## src/ssrc_pkg.sv

```systemverilog
`default_nettype none
package ssrc_pkg;

	// Table and position geometry
	localparam int LEVELS    = 14;
	localparam int POSITIONS = 64;
	localparam int LVL_W     = $clog2(LEVELS);
	localparam int POS_W     = $clog2(POSITIONS);

	// Fixed field widths
	localparam int LEVEL_FW  = 4;
	localparam int PHASE_W   = 3;
	localparam int WORD_W    = 16;
	localparam int OVER_W    = 17;
	localparam int PULSE_W   = 8;
	localparam int OP_W      = 3;
	localparam int ADDR_W    = 4;
	localparam int DATA_W    = 32;

	// Operation codes
	localparam logic [OP_W-1:0] OP_TICK   = 3'd0;
	localparam logic [OP_W-1:0] OP_START  = 3'd1;
	localparam logic [OP_W-1:0] OP_DECEL  = 3'd2;
	localparam logic [OP_W-1:0] OP_STOP   = 3'd3;
	localparam logic [OP_W-1:0] OP_PULSE  = 3'd4;
	localparam logic [OP_W-1:0] OP_GOAL   = 3'd5;
	localparam logic [OP_W-1:0] OP_ZERO   = 3'd6;
	localparam logic [OP_W-1:0] OP_LOAD   = 3'd7;

	// Ramp phase codes
	localparam logic [PHASE_W-1:0] PH_IDLE  = 3'd0;
	localparam logic [PHASE_W-1:0] PH_ACCEL = 3'd1;
	localparam logic [PHASE_W-1:0] PH_DECEL = 3'd2;
	localparam logic [PHASE_W-1:0] PH_STOP  = 3'd3;
	localparam logic [PHASE_W-1:0] PH_OVER  = 3'd4;

	// Register indexes (word address bits)
	localparam logic [1:0] REG_TARGET  = 2'd0;
	localparam logic [1:0] REG_DIR     = 2'd1;
	localparam logic [1:0] REG_OVERRUN = 2'd2;

	// Saturate a level to the last table entry
	function automatic logic [LVL_W-1:0] lvl_clamp(input logic [LEVEL_FW-1:0] v);
		logic [LVL_W-1:0] r;
		if (32'(v) >= LEVELS) r = LVL_W'(LEVELS - 1);
		else r = LVL_W'(v);
		return r;
	endfunction

endpackage
`default_nettype wire

```

## src/stepper_speed_ramp_controller.sv

```systemverilog
`default_nettype none
// Channel   Handshake                Payload
// --------  -----------------------  -----------------------------------------------
// in        in_valid / in_ready      op, count_value, level_index, level_reload,
//                                    level_dwell
// out       out_valid / out_ready    reload_out, speed_level, ramp_state, running,
//                                    position, on_position
// cfg       psel/penable/pwrite      paddr, pwdata, prdata (pready tied high)
//
// One request per clock while out_ready stays high: the state updates and the
// result is registered at the accepting edge.
// The single output register decouples the sides; a new request is taken in the
// cycle the waiting result is taken. Reset clears all control state; the level
// tables hold undefined contents until loaded.
module stepper_speed_ramp_controller
	import ssrc_pkg::*;
(
	input  wire logic                clk,
	input  wire logic                arst_n,
	input  wire logic                psel,
	input  wire logic                penable,
	input  wire logic                pwrite,
	input  wire logic [ADDR_W-1:0]   paddr,
	input  wire logic [DATA_W-1:0]   pwdata,
	output logic      [DATA_W-1:0]   prdata,
	output logic                     pready,
	input  wire logic                in_valid,
	output logic                     in_ready,
	input  wire logic [OP_W-1:0]     op,
	input  wire logic [PULSE_W-1:0]  count_value,
	input  wire logic [LEVEL_FW-1:0] level_index,
	input  wire logic [WORD_W-1:0]   level_reload,
	input  wire logic [WORD_W-1:0]   level_dwell,
	output logic                     out_valid,
	input  wire logic                out_ready,
	output logic      [WORD_W-1:0]   reload_out,
	output logic      [LEVEL_FW-1:0] speed_level,
	output logic      [PHASE_W-1:0]  ramp_state,
	output logic                     running,
	output logic      [POS_W-1:0]    position,
	output logic                     on_position
);

	// Configuration registers
	logic [LEVEL_FW-1:0] target_q;
	logic                dir_q;
	logic [WORD_W-1:0]   overrun_q;

	// Ramp and position state
	logic [PHASE_W-1:0]  phase_q,  phase_d;
	logic [LEVEL_FW-1:0] level_q,  level_d;
	logic [WORD_W-1:0]   dwell_q,  dwell_d;
	logic [OVER_W-1:0]   over_q,   over_d;
	logic                timer_q,  timer_d;
	logic [POS_W-1:0]    place_q,  place_d;
	logic [PULSE_W-1:0]  pcount_q, pcount_d;
	logic [PULSE_W-1:0]  pgoal_q,  pgoal_d;

	// Level tables
	logic [WORD_W-1:0]   reload_tab_q [LEVELS];
	logic [WORD_W-1:0]   dwell_tab_q  [LEVELS];

	// Result register
	logic                out_valid_q;
	logic [WORD_W-1:0]   reload_out_q;
	logic [LEVEL_FW-1:0] level_out_q;
	logic [PHASE_W-1:0]  phase_out_q;
	logic                timer_out_q;
	logic [POS_W-1:0]    place_out_q;
	logic                onpos_out_q;

	// Step helpers
	logic                accept;
	logic                cfg_wr;
	logic                do_tick;
	logic [PHASE_W-1:0]  phase_run;
	logic [LVL_W-1:0]    lvl_sel;
	logic [LVL_W-1:0]    lvl_out;
	logic [LEVEL_FW-1:0] tgt_eff;
	logic [WORD_W-1:0]   dwell_inc;
	logic                dwell_done;
	logic [LEVEL_FW:0]   level_inc;
	logic [LEVEL_FW-1:0] level_dec;
	logic [WORD_W-1:0]   dwell_after_dec;
	logic [OVER_W-1:0]   over_inc1;
	logic [OVER_W-1:0]   over_inc2;
	logic [POS_W:0]      place_inc;
	logic [WORD_W-1:0]   reload_sel;

	assign accept   = in_valid && in_ready;
	assign in_ready = !out_valid_q || out_ready;
	assign cfg_wr   = psel && penable && pwrite;
	assign pready   = 1'b1;

	// Write configuration registers
	always_ff @(posedge clk or negedge arst_n) begin
		if (!arst_n) begin
			target_q  <= '0;
			dir_q     <= 1'b0;
			overrun_q <= '0;
		end else if (cfg_wr) begin
			case (paddr[3:2])
				REG_TARGET:  target_q  <= pwdata[LEVEL_FW-1:0];
				REG_DIR:     dir_q     <= pwdata[0];
				REG_OVERRUN: overrun_q <= pwdata[WORD_W-1:0];
				default: ;
			endcase
		end
	end

	// Read back configuration registers
	always_comb begin
		prdata = '0;
		case (paddr[3:2])
			REG_TARGET:  prdata = DATA_W'(target_q);
			REG_DIR:     prdata = DATA_W'(dir_q);
			REG_OVERRUN: prdata = DATA_W'(overrun_q);
			default:     prdata = '0;
		endcase
	end

	// Shared dwell and counter arithmetic
	assign lvl_sel    = lvl_clamp(level_q);
	assign tgt_eff    = LEVEL_FW'(lvl_clamp(target_q));
	assign dwell_inc  = dwell_q + WORD_W'(1);
	assign dwell_done = dwell_inc >= dwell_tab_q[lvl_sel];
	assign level_inc  = {1'b0, level_q} + (LEVEL_FW+1)'(dwell_done);
	assign level_dec  = (dwell_done && level_q != '0) ? level_q - LEVEL_FW'(1) : level_q;
	assign dwell_after_dec = (dwell_done || level_dec == '0) ? '0 : dwell_inc;
	assign over_inc1  = over_q + OVER_W'(1);
	assign over_inc2  = over_q + OVER_W'(2);
	assign place_inc  = {1'b0, place_q} + (POS_W+1)'(1);
	assign do_tick    = (op == OP_TICK && timer_q) || op == OP_STOP;
	assign phase_run  = (op == OP_STOP) ? PH_STOP : phase_q;

	// Next state for one request
	always_comb begin
		phase_d  = phase_q;
		level_d  = level_q;
		dwell_d  = dwell_q;
		over_d   = over_q;
		timer_d  = timer_q;
		place_d  = place_q;
		pcount_d = pcount_q;
		pgoal_d  = pgoal_q;

		// Advance the ramp on a timer tick or the immediate stop tick
		if (do_tick) begin
			case (phase_run)
				PH_ACCEL: begin
					dwell_d = dwell_done ? '0 : dwell_inc;
					if (level_inc >= {1'b0, tgt_eff}) begin
						level_d = tgt_eff;
						phase_d = PH_IDLE;
					end else begin
						level_d = level_inc[LEVEL_FW-1:0];
					end
				end
				PH_DECEL: begin
					level_d = level_dec;
					dwell_d = dwell_after_dec;
					if (level_dec == '0) phase_d = PH_IDLE;
				end
				PH_STOP: begin
					level_d = level_dec;
					dwell_d = dwell_after_dec;
					phase_d = PH_OVER;
				end
				PH_OVER: begin
					if (over_inc1 >= {1'b0, overrun_q}) begin
						level_d = '0;
						phase_d = PH_IDLE;
						timer_d = 1'b0;
						over_d  = '0;
						dwell_d = '0;
					end else begin
						over_d  = over_inc2;
						level_d = level_dec;
						dwell_d = dwell_after_dec;
					end
				end
				default: ;
			endcase
		end

		// Commands other than ticks
		case (op)
			OP_START: begin
				phase_d = PH_ACCEL;
				level_d = '0;
				timer_d = 1'b1;
			end
			OP_DECEL: phase_d = PH_DECEL;
			OP_PULSE: begin
				pcount_d = pcount_q + PULSE_W'(1);
				if (!dir_q) begin
					if (32'(place_inc) >= POSITIONS) place_d = '0;
					else place_d = place_inc[POS_W-1:0];
				end else begin
					if (place_q == '0 || 32'(place_q) >= POSITIONS)
						place_d = POS_W'(POSITIONS - 1);
					else
						place_d = place_q - POS_W'(1);
				end
			end
			OP_GOAL: begin
				pcount_d = '0;
				pgoal_d  = count_value;
			end
			OP_ZERO: place_d = '0;
			default: ;
		endcase
	end

	// Reload of the new level, forwarding a same-cycle table load
	assign lvl_out = lvl_clamp(level_d);
	always_comb begin
		if (op == OP_LOAD && level_index == LEVEL_FW'(lvl_out))
			reload_sel = level_reload;
		else
			reload_sel = reload_tab_q[lvl_out];
	end

	// Hold the ramp and position state
	always_ff @(posedge clk or negedge arst_n) begin
		if (!arst_n) begin
			phase_q  <= PH_IDLE;
			level_q  <= '0;
			dwell_q  <= '0;
			over_q   <= '0;
			timer_q  <= 1'b0;
			place_q  <= '0;
			pcount_q <= '0;
			pgoal_q  <= '0;
		end else if (accept) begin
			phase_q  <= phase_d;
			level_q  <= level_d;
			dwell_q  <= dwell_d;
			over_q   <= over_d;
			timer_q  <= timer_d;
			place_q  <= place_d;
			pcount_q <= pcount_d;
			pgoal_q  <= pgoal_d;
		end
	end

	// Load a level table entry; drop indexes beyond the table
	always_ff @(posedge clk) begin
		if (accept && op == OP_LOAD && 32'(level_index) < LEVELS) begin
			reload_tab_q[LVL_W'(level_index)] <= level_reload;
			dwell_tab_q[LVL_W'(level_index)]  <= level_dwell;
		end
	end

	// Result valid flag
	always_ff @(posedge clk or negedge arst_n) begin
		if (!arst_n) begin
			out_valid_q <= 1'b0;
		end else if (accept) begin
			out_valid_q <= 1'b1;
		end else if (out_ready) begin
			out_valid_q <= 1'b0;
		end
	end

	// Capture the result of an accepted request
	always_ff @(posedge clk) begin
		if (accept) begin
			reload_out_q <= reload_sel;
			level_out_q  <= level_d;
			phase_out_q  <= phase_d;
			timer_out_q  <= timer_d;
			place_out_q  <= place_d;
			onpos_out_q  <= pcount_d >= pgoal_d;
		end
	end

	assign out_valid   = out_valid_q;
	assign reload_out  = reload_out_q;
	assign speed_level = level_out_q;
	assign ramp_state  = phase_out_q;
	assign running     = timer_out_q;
	assign position    = place_out_q;
	assign on_position = onpos_out_q;

endmodule
`default_nettype wire

```

## config.mk

```make
export PLATFORM = sky130hd
export DESIGN_NAME = stepper_speed_ramp_controller
export DESIGN_NICKNAME = d
export VERILOG_FILES = /design/src/ssrc_pkg.sv /design/src/stepper_speed_ramp_controller.sv
export SDC_FILE = /design/constraint.sdc
export NUM_CORES = 1
export LEC_CHECK = 0
export ABC_AREA = 1
export BUFFER_PORTS_ARGS = -buffer_cell sky130_fd_sc_hd__buf_2
export CORE_MARGIN = 3
export CORE_UTILIZATION = 25
export DETAILED_ROUTE_END_ITERATION = 12
export SLEW_MARGIN = 5
export SYNTH_ARGS = -nofsm -noshare
export SYNTH_HDL_FRONTEND = slang
export SYNTH_SLANG_ARGS = --single-unit
```

## constraint.sdc

```tcl
create_clock -name clk -period 6.3 [get_ports clk]
set_input_delay 0.945 -clock clk [delete_from_list [all_inputs] [get_ports clk]]
set_output_delay 0.945 -clock clk [all_outputs]
set_load 0.03 [all_outputs]
```

* Word level (Yosys, flattened, before mapping)
Memories as Yosys holds them, arrays and structs flattened. A register that Yosys moved wholly into a read port is not among the register bits.
Cells that the tools add are included.
** Storage, ports and cells
- Bits in writable memories :: 448
- Input port bits :: 90
- Latch bits :: 0
- ROM bits :: 0
- Logic and storage cells :: 109
- Memories :: 2
- Output and inout bits :: 66
- Register bits after elaboration :: 100
** Memories
- dwell_tab_q :: depth 14, width 16, rd ports 1, clocked after memory_dff 0, wr ports 1, line stepper_speed_ramp_controller.sv:61 : logic [WORD_W-1:0] dwell_tab_q [LEVELS];
- reload_tab_q :: depth 14, width 16, rd ports 1, clocked after memory_dff 1, wr ports 1, line stepper_speed_ramp_controller.sv:60 : logic [WORD_W-1:0] reload_tab_q [LEVELS];
** Cells by class
- Shifts and indexed selects :: 0
- Multiply operators :: 0
- Add/subtract/negate cells :: 8
- Mux-type cells :: 36
- Magnitude comparators :: 9
- Eq/ne operators :: 13
- Divide/modulo/power cells :: 0
- Reductions and logical operators :: 24
- Bitwise logic cells :: 0
** Operators with widths (number)
- 16-bit case mux with 3 select lines :: 2
- 16-bit two-way mux :: 3
- 4-bit two-way mux :: 8
- 6-bit two-way mux :: 3
- 17-bit by 1-bit adder with 17-bit output (second input constant) :: 1
- 17-bit by 2-bit adder with 17-bit output (second input constant) :: 1
- 17-bit by 16-bit >= comparator with 1-bit output :: 1
- 17-bit two-way mux :: 1
- 16-bit by 1-bit adder with 16-bit output (second input constant) :: 1
- 16-bit >= comparator :: 1
- 8-bit case mux with 2 select lines :: 1
- 3-bit equality test (second input constant) :: 5
- 3-bit two-way mux :: 5
- 3-bit by 2-bit equality test with 1-bit output (second input constant) :: 4
- 4-bit >= comparator (second input constant) :: 3
- 3-bit case mux with 4 select lines :: 1
- 4-bit case mux with 3 select lines :: 1
- 6-bit case mux with 2 select lines :: 1
- 8-bit by 1-bit adder with 8-bit output (second input constant) :: 1
- 8-bit >= comparator :: 1
- 1-bit two-way mux :: 8
- 8-bit two-way mux :: 1
- 6-bit by 1-bit adder with 7-bit output (second input constant) :: 1
- 7-bit >= comparator (second input constant) :: 1
- 22 further kinds :: 34

* Longest topological paths before layout
Gate-level depths: netlist (run 1).
An unclocked memory read counts as a cell.
- Depth in word-level cells :: 12
- Gate-level depth with buffers :: 48
- Gate-level depth less buffers :: 44

* Worst setup path before layout (run 1)
OpenSTA, ideal clock, no wires.
- Path type :: reg2reg
- Start point :: reg level_q[0]
- End point :: reg reload_out_q[12] (netlist: reload_out[12]) (read register of reload_tab_q), data pin
- Arrival :: 5.453 ns
- Data required time :: 6.047 ns
- Stages on the path, launching flop included :: 41
- Period minus slack after synthesis :: 5.706 ns
- Slack :: 0.594 ns
- Cells stage by stage :: dfrtp_1 inv_1 ha_1 o21ai_0 nand2_1 inv_1 clkbuf_1 clkbuf_1 nor2_1 o32ai_1 o21ai_0 o211a_1 ha_1 nand2_1 inv_1 nor2_1 o21ai_0 a21oi_1 [5 not listed] ha_1 a21oi_1 o21ai_1 inv_2 nand3_2 o21ai_1 nor2_1 nand3b_1 nand2_1 buf_4 clkbuf_1 nand3_1 a21oi_1 nand2_1 nand2_1 nor2_1 nor2_1 nor2_1
** Between the ends
- Cells in the longest elaborated chain, start to end :: 12
- Elaborated cells between the ends (all ways) :: 17
** Ends and longest elaborated chain
- from (decl) :: line stepper_speed_ramp_controller.sv:51 : logic [LEVEL_FW-1:0] level_q, level_d;
- from (signal assigned) :: line stepper_speed_ramp_controller.sv:237 : level_q <= level_d;
- 4-bit >= comparator :: line ssrc_pkg.sv:45 : if (32'(v) >= LEVELS) r = LVL_W'(LEVELS - 1);
- 4-bit two-way mux :: line ssrc_pkg.sv:45
- memory 14 x 16 bit
- 16-bit >= comparator :: line stepper_speed_ramp_controller.sv:126 : assign dwell_done = dwell_inc >= dwell_tab_q[lvl_sel];
- 4-bit by 1-bit adder with 5-bit output or 1-bit logical AND (tied branches) :: line stepper_speed_ramp_controller.sv:127, stepper_speed_ramp_controller.sv:128
- 5-bit by 4-bit >= comparator with 1-bit output or 4-bit two-way mux (tied branches) :: line stepper_speed_ramp_controller.sv:152, stepper_speed_ramp_controller.sv:128
- 4-bit two-way mux, on equally long branches :: line stepper_speed_ramp_controller.sv:152, stepper_speed_ramp_controller.sv:170
- 4-bit case mux with 3 select lines :: line stepper_speed_ramp_controller.sv:149 : case (phase_run)
- 4-bit two-way mux * :: line stepper_speed_ramp_controller.sv:148 : if (do_tick) begin
- 4-bit two-way mux * :: line stepper_speed_ramp_controller.sv:187 : case (op)
- 4-bit >= comparator :: line ssrc_pkg.sv:45
- 4-bit two-way mux * :: line ssrc_pkg.sv:45
- to (decl) :: line stepper_speed_ramp_controller.sv:65 : logic [WORD_W-1:0] reload_out_q;
Mark *: on every way between the ends. The rest lies on a longest branch, timed or not.
A chain may end at the register's enable or synchronous reset.

* Final worst setup path (run 1)
- Start point :: reg level_q[0]
- End point :: reg reload_out_q[2] (netlist: reload_out[2]) (read register of reload_tab_q), data pin
** Between the ends
- Cells in the longest elaborated chain, start to end :: 12
- Elaborated cells between the ends (all ways) :: 17
** Ends and longest elaborated chain (line)
- 4-bit >= comparator :: ssrc_pkg.sv:45
- 4-bit two-way mux :: ssrc_pkg.sv:45
- memory 14 x 16 bit
- 16-bit >= comparator :: stepper_speed_ramp_controller.sv:126
- 4-bit by 1-bit adder with 5-bit output or 1-bit logical AND (tied branches) :: stepper_speed_ramp_controller.sv:127, stepper_speed_ramp_controller.sv:128
- 5-bit by 4-bit >= comparator with 1-bit output or 4-bit two-way mux (tied branches) :: stepper_speed_ramp_controller.sv:152, stepper_speed_ramp_controller.sv:128
- 4-bit two-way mux, on equally long branches :: stepper_speed_ramp_controller.sv:152, stepper_speed_ramp_controller.sv:170
- 4-bit case mux with 3 select lines * :: stepper_speed_ramp_controller.sv:149
- 4-bit two-way mux * :: stepper_speed_ramp_controller.sv:148
- 4-bit two-way mux * :: stepper_speed_ramp_controller.sv:187
- named net level_d[3] :: stepper_speed_ramp_controller.sv:51
- 4-bit >= comparator :: ssrc_pkg.sv:45
- 4-bit two-way mux * :: ssrc_pkg.sv:45
Mark *: on every way through the listed nets, which the timed path passes. The rest lies on a longest branch.

==> flow_metrics.py, run 1 <==
metrics = {
    "floorplanning": {
        "die_w_um": 326.3,
        "chipHeight_um": 326.3,
        "coreArea_mm2": 0.1009,
        "die_area_mm2": 0.1065,
        "start_util_pct": 25.43,
        "ios": 156,
        "row_count": 116,
    },
    "clock_network": {
        "cts_tree": "built",
        "cts_max_path_buffers": 3,
        "root_buffer": "clkbuf_16",
        "clock-sinks": 563,
        "clock_latency_ps": 640,
        "cts_buffers": 60,
        "h-tree-depth": 2,
        "cts_hold_buf": 0,
        "clk_pin_slew_ps": 60,
    },
    "timing": {
        "fin_skew_ps": 39.26,
        "worstMarginPinSlew_ps": 1057,
        "setup_viol": 0,
        "hold_viol": 0,
        "min_period_ps": 5981,
        "maxSlewHeadroom_pct": 29.38,
        "drv_slew": 0,
        "fmax_ghz": 0.1672,
        "post-route-period-util_pct": 94.94,
        "final.setup.tns_ps": 0,
    },
    "layout": {
        "register_area_mm2": 0.01649,
        "mostFrequentLayoutCell": "edfxtp_1",
        "drive_above_1_share_pct": 16.27,
        "multiInputGateArea_mm2": 0.008001,
        "area_delta_synth_final_pct": 21.86,
        "nets": 2819,
        "final_cell_mix": "edfxtp_1, nor2_1, nand2_1",
        "fill_cells": 10194,
    },
    "setup_path": {
        "cp-end-kind": "flop",
        "critPathKind": "flop to flop",
        "slowest_stage": "dfrtp_1",
        "critPathLaunchType": "flop",
        "arrival_ps": 6370,
        "slowest_delay_ps": 370,
        "cp_max_fo": 8,
        "worstPathRequired_ps": 6690,
    },
    "synth": {
        "ys_ff_latch": 563,
        "ys.flop_type": "edfxtp_1",
        "syn_inst": 2480,
        "synth_top_cell_area_share_pct": 56.08,
        "syn-cell-area_mm2": 0.02565,
        "synthTopCellsByArea": "edfxtp_1, dfrtp_1, nor2_1",
        "yosysWarningCount": 0,
        "synth_area_per_cell_um2": 10.34,
        "synthDistinctLibCells": 53,
        "synth_edf_count": 479,
        "async_reset_ff_share_pct": 14.92,
        "synth_seq_area_share_pct": 64.27,
        "synth.largest_area_cell": "edfxtp_1",
    },
    "drt": {
        "wirelength_um": 67780,
        "wl_per_cell_um": 16.58,
        "drc": 0,
        "vias": 18080,
        "final_antenna_net_count": 0,
        "viasPerCell": 4.424,
        "dr.pass1.iters": 5,
        "drtIter0Drc": 1419,
    },
    "pwr": {
        "cellLeakagePower_uw": 0.01256,
        "powerDensity_mw_per_mm2": 399.0,
        "clockPowerShare_pct": 29.0,
        "p_seq_share_pct": 35.3,
        "p_int_uw": 8119,
        "sw_frac_of_total_pct": 34.89,
        "comb_power_share_pct": 35.8,
        "switchingPower_uw": 4351,
        "irDropWorstVdd_mv": 0.2332,
        "fin_total_pwr_uw": 12470,
    },
    "global_routing": {
        "grt_start_max_net_pins": 67,
        "first_global_vias": 17179,
        "grt_usage_pct": 12.11,
        "grt_pass1_wl_um": 101300,
        "antenna_found_initial": 24,
        "grt.overflow.total": 0,
    },
    "job": {
        "drv_cap": 0,
    },
    "placement": {
        "hpwl_um": 40410,
        "io_buffer_count": 120,
        "gp_congestion": 0.7986,
    },
    "outcome": {
        "outcome": "completed",
    },
    "worst_hold_path": {
        "hold_class": "primary input to async pin",
    },
}
[registers in the layout (all words and copies together) (netlist names), 3 cells and up]
name	cells
reload_out	16
dwell_tab_q	224
place_q	6
position	6
phase_q	3
reload_tab_q	224
pgoal_q	8
target_q	4
level_q	4
dwell_q	16
over_q	16
speed_level	4
pcount_q	8
overrun_q	16
ramp_state	3
[critical path, delay by kind of cell, from the launching register on]
kind / cells / cell delay (ps)
xor gates and xnor gates: 2 / 350
buffers and inverters: 9 / 1070
and+or+nand+nor: 13 / 1450
adders and majority gates: 5 / 1040
AOI/OAI and AO/OA: 10 / 1480
DFF: 1 / 370
[layout make-up]
cell class | count | area share [%]
Antenna cell | 7 | 0.05604
Clock buffer | 72 | 4.948
Clock inverter | 36 | 1.485
Inverter | 253 | 3.078
Multi-Input combinational cell | 1545 | 25.60
Sequential cell | 563 | 52.75
Tap cell | 1357 | 5.432
Timing Repair Buffer | 254 | 6.653
[timing repair]
item	4_1_cts	5_1_grt
gates resized for setup	1	107
cloned	0	7
buffers inserted	0	8
setup endpoints to repair	5	16
pin swaps	0	26
[per-layer routing]
metal / up-vias / wire [um] / track usage (%) / share of wire [%]
met4: 12 / 1681 / 3.177 / 2.5
met2: 490 / 30590 / 19.62 / 45
met5: - / 92 / 0 / 0.14
met3: 127 / 4648 / 2.864 / 6.9
met1: 8638 / 30760 / 16.26 / 45
li1: 8813 / - / - / -
[path summary, 6_finish.rpt]
check,end,depth (start not counted),slack [ps],from
worst max register to register,reload_out[2],39,320,level_q[0]
worst min-delay path,overrun_q[12],1,280,arst_n
worst max-delay path,reload_out[2],39,320,level_q[0]
max in group asynchronous,dwell_q[0],2,4900,arst_n
worst min register to register,pgoal_q[4],2,490,pgoal_q[4]
min in group clk,pgoal_q[4],2,490,pgoal_q[4]
[kinds of logic (layout without fill, tap and decap cells)]
logic type | count (synthesis) | after routing | synth area share [%]
buf+inv | 387 | 615 | 6.307
xor+xnor | 18 | 18 | 0.6146
compound gates | 373 | 373 | 8.376
fa+ha+maj | 52 | 52 | 2.537
flops | 563 | 563 | 64.27
simple gates | 1078 | 1078 | 17.59
mux | 7 | 7 | 0.2732
other cells | 2 | 24 | 0.02928
[power groups by stage]
stage,clock network [uW],registers (uW),logic (uW)
floorplan,0,4560,2520
global placement,0,4470,3980
detailed placement,0,4470,4020
CTS,3700,4400,4040
global route,3850,4430,4970
finish,3610,4400,4460
[Yosys cell counts (3+ instances only)]
master and instances:
edfxtp_1 479, nor2_1 455, nand2_1 387, inv_1 239
o21ai_0 164, nand3_1 125, a21oi_1 101, dfrtp_1 84
clkbuf_1 66, ha_1 52, nor3_1 39, nand3b_1 35
o22ai_1 33, buf_2 30, buf_4 24, o32ai_1 19
xor2_1 16, nand4_1 15, o21ai_1 14, inv_2 11
buf_1 9, o211a_1 9, mux2i_1 7, nand2_2 7
o21a_1 6, a221oi_1 5, buf_6 5, a32oi_1 4
and3_1 3, clkinv_1 3, nand3_2 3, o31ai_1 3
[stage by stage]
step / worst slack [ps] / cell area [um^2] / instances / utilization (%) / hold slack [ps]
2_1_floorplan: 594.3 / 25710 / 2495 / - / 452.3
3_3_place_gp: 58.58 / 28610 / 3959 / 28.37 / 468.5
3_5_place_dp: -19.91 / 28610 / 3959 / 28.37 / 474.3
4_1_cts: 36.12 / 30620 / 4067 / 30.36 / 270.3
5_1_grt: -87.46 / 31240 / 4081 / 30.97 / 294.5
6_report: 318.9 / 31260 / 4087 / 30.99 / 279.4
Power figures use the tool's default switching activity.
==> inputs of run 2 (changes only) <==
--- a/config.mk
+++ b/config.mk
@@ -8,8 +8,10 @@
 export ABC_AREA = 1
 export BUFFER_PORTS_ARGS = -buffer_cell sky130_fd_sc_hd__buf_2
 export CORE_MARGIN = 3
-export CORE_UTILIZATION = 25
+export CORE_UTILIZATION = 55
 export DETAILED_ROUTE_END_ITERATION = 12
+export GPL_TIMING_DRIVEN = 0
+export PLACE_DENSITY = 0.73
 export SLEW_MARGIN = 5
 export SYNTH_ARGS = -nofsm -noshare
 export SYNTH_HDL_FRONTEND = slang
==> constraint.sdc (replaced) <==
create_clock -name clk -period 6.3 [get_ports clk]
set_input_delay 0.945 -clock clk [delete_from_list [all_inputs] [get_ports clk]]
set_output_delay 0.945 -clock clk [all_outputs]
set_load 0.1 [all_outputs]
==> run 2 against run 1 <==
Against the previous run: clock power down 6.1%; largest power group unchanged; global-route usage up 15 points; die area down 54%; via count up 7.7%.
==> flow_metrics.py, run 2 (same netlist as run 1, synthesis figures left out) <==
metrics = {
    "drt": {
        "wl_per_cell_um": 20.42,
        "viasPerCell": 5.744,
        "dr.pass1.iters": 7,
        "drc": 0,
        "vias": 19479,
        "final_antenna_net_count": 0,
        "drtIter0Drc": 2211,
        "wirelength_um": 69260,
    },
    "timing": {
        "final.setup.tns_ps": 0,
        "maxSlewHeadroom_pct": 41.18,
        "fin_skew_ps": 33.05,
        "min_period_ps": 6173,
        "fmax_ghz": 0.1620,
        "rsz0062_at_grt": "yes",
        "setup_viol": 0,
        "worstMarginPinSlew_ps": 877.5,
        "post-route-period-util_pct": 97.98,
        "drv_slew": 0,
        "hold_viol": 0,
    },
    "setup_path": {
        "ff2ff_path_depth": 37,
        "slowest_stage": "dfrtp_2",
        "critPathLaunchType": "flop",
        "arrival_ps": 6620,
        "reg2reg_slack_ps": 130,
        "cp-end-kind": "flop",
        "r2r_start": "level_q[1]",
        "cp_common_cell": "ha_4",
        "r2r-end": "reload_out[4]",
        "slowest_delay_ps": 450,
        "critPathKind": "flop to flop",
        "worstPathRequired_ps": 6750,
        "cp_max_fo": 10,
    },
    "clock_network": {
        "h-tree-depth": 2,
        "root_buffer": "clkbuf_16",
        "cts_buffers": 58,
        "clock-sinks": 563,
        "cts_tree": "built",
        "clock_latency_ps": 630,
        "cts_max_path_buffers": 3,
        "clk_pin_slew_ps": 60,
        "cts_hold_buf": 0,
    },
    "layout": {
        "final_cell_mix": "edfxtp_1, nor2_1, nand2_1",
        "mostFrequentLayoutCell": "edfxtp_1",
        "area_delta_synth_final_pct": 19.80,
        "layout_top_registers": "dwell_tab_q: 224 flops, reload_tab_q: 224 flops",
        "stdcell_count": 3391,
        "num_antenna_cells": 0,
        "nets": 2884,
        "drive_above_1_share_pct": 17.99,
    },
    "pwr": {
        "cellLeakagePower_uw": 0.01274,
        "powerDensity_mw_per_mm2": 419.9,
        "irDropWorstVdd_mv": 0.3014,
        "fin_total_pwr_uw": 12900,
    },
    "placement": {
        "gp_congestion": 0.8650,
        "io_buffer_count": 119,
        "placedCellCount": 3250,
        "hpwl_um": 45750,
    },
    "worst_hold_path": {
        "hold_class": "primary input to async pin",
    },
    "floorplanning": {
        "coreArea_mm2": 0.04567,
        "start_util_pct": 56.16,
        "ios": 156,
        "chipHeight_um": 222.0,
        "die_area_mm2": 0.04926,
        "die_w_um": 222.0,
        "row_count": 78,
    },
    "global_routing": {
        "grt_start_max_net_pins": 51,
        "grt_pass1_wl_um": 104100,
        "grt_usage_pct": 27.15,
        "grt.overflow.total": 0,
        "antenna_found_initial": 2,
        "first_global_vias": 19120,
    },
    "outcome": {
        "outcome": "completed",
    },
    "job": {
        "drv_cap": 0,
    },
}
## run 2: cell types whose count changed in the layout (fill, tap and decap cells not counted), sizes merged
cell,previous run,this run
buf,247,257
bufinv,9,6
clkbuf,79,135
clkinv,26,28
clkinvlp,4,2
diode,7,0
inv,250,252
nand2,394,396
nand3,129,130
## run 2: critical path: cells and delay by family (launching register included)
kind                       cells  cell delay, ps
AOI/OAI and AO/OA              9            1610
adders and majority gates      5            1100
and+or+nand+nor               15            1670
buffers and inverters          7             970
xor gates and xnor gates       1             180
DFF                            1             450
## run 2: area by class of cell
type,instances,area (um^2)
Tap cell,600,750.7
Multi-Input combinational cell,1548,8158
Inverter,253,955.9
Clock inverter,35,317.8
Timing Repair Buffer,186,1413
Clock buffer,74,1553
Fill cell,3247,14940
Buffer,132,1095
Sequential cell,563,16490
## run 2: through the flow
stage | setup WS (ps) | util (%) | cell area (um^2) | hold slack, ps
CTS | 5.093 | 65.83 | 30070 | 282.3
global route | -181.0 | 67.28 | 30730 | 320.7
floorplan | 594.3 | - | 25710 | 452.3
detailed placement | -1722 | 60.45 | 27610 | 472.8
finish | 127.4 | 67.28 | 30730 | 290.4
global placement | -1450 | 59.23 | 27050 | 466.1
## run 2: worst max-delay path by stage
| stage | startpoint | end |
|---|---|---|
| floorplan | level_q[0] | reload_out[12] |
| CTS | level_q[3] | reload_out[3] |
| detailed placement | level_q[2] | reload_out[3] |
| finish | level_q[1] | reload_out[4] |
| global placement | level_q[2] | reload_out[3] |
| global route | level_q[0] | reload_out[0] |
## run 2: repair_timing
action                                  in CTS  in global routing
pin swaps                                   22                 61
gates cloned                                 2                  6
buffers inserted                            18                  8
resized for setup                          147                163
endpoints found under the setup margin      30                 18
## run 2: power breakdown
part / switching, uW / total, uW / internal [uW]
clock: 1410 / 3390 / 1980
combinational: 3460 / 5120 / 1670
sequential: 111 / 4390 / 4280
total: 4980 / 12900 / 7930
## run 2: per-layer routing
metal  up-vias  part of all wire, %  track usage [%]
met5         -                0.038                0
met4         4                  3.9            11.43
met1      9317                   38            36.25
li1       8949                    -                -
met3       181                   10            5.508
met2      1028                   47            43.78
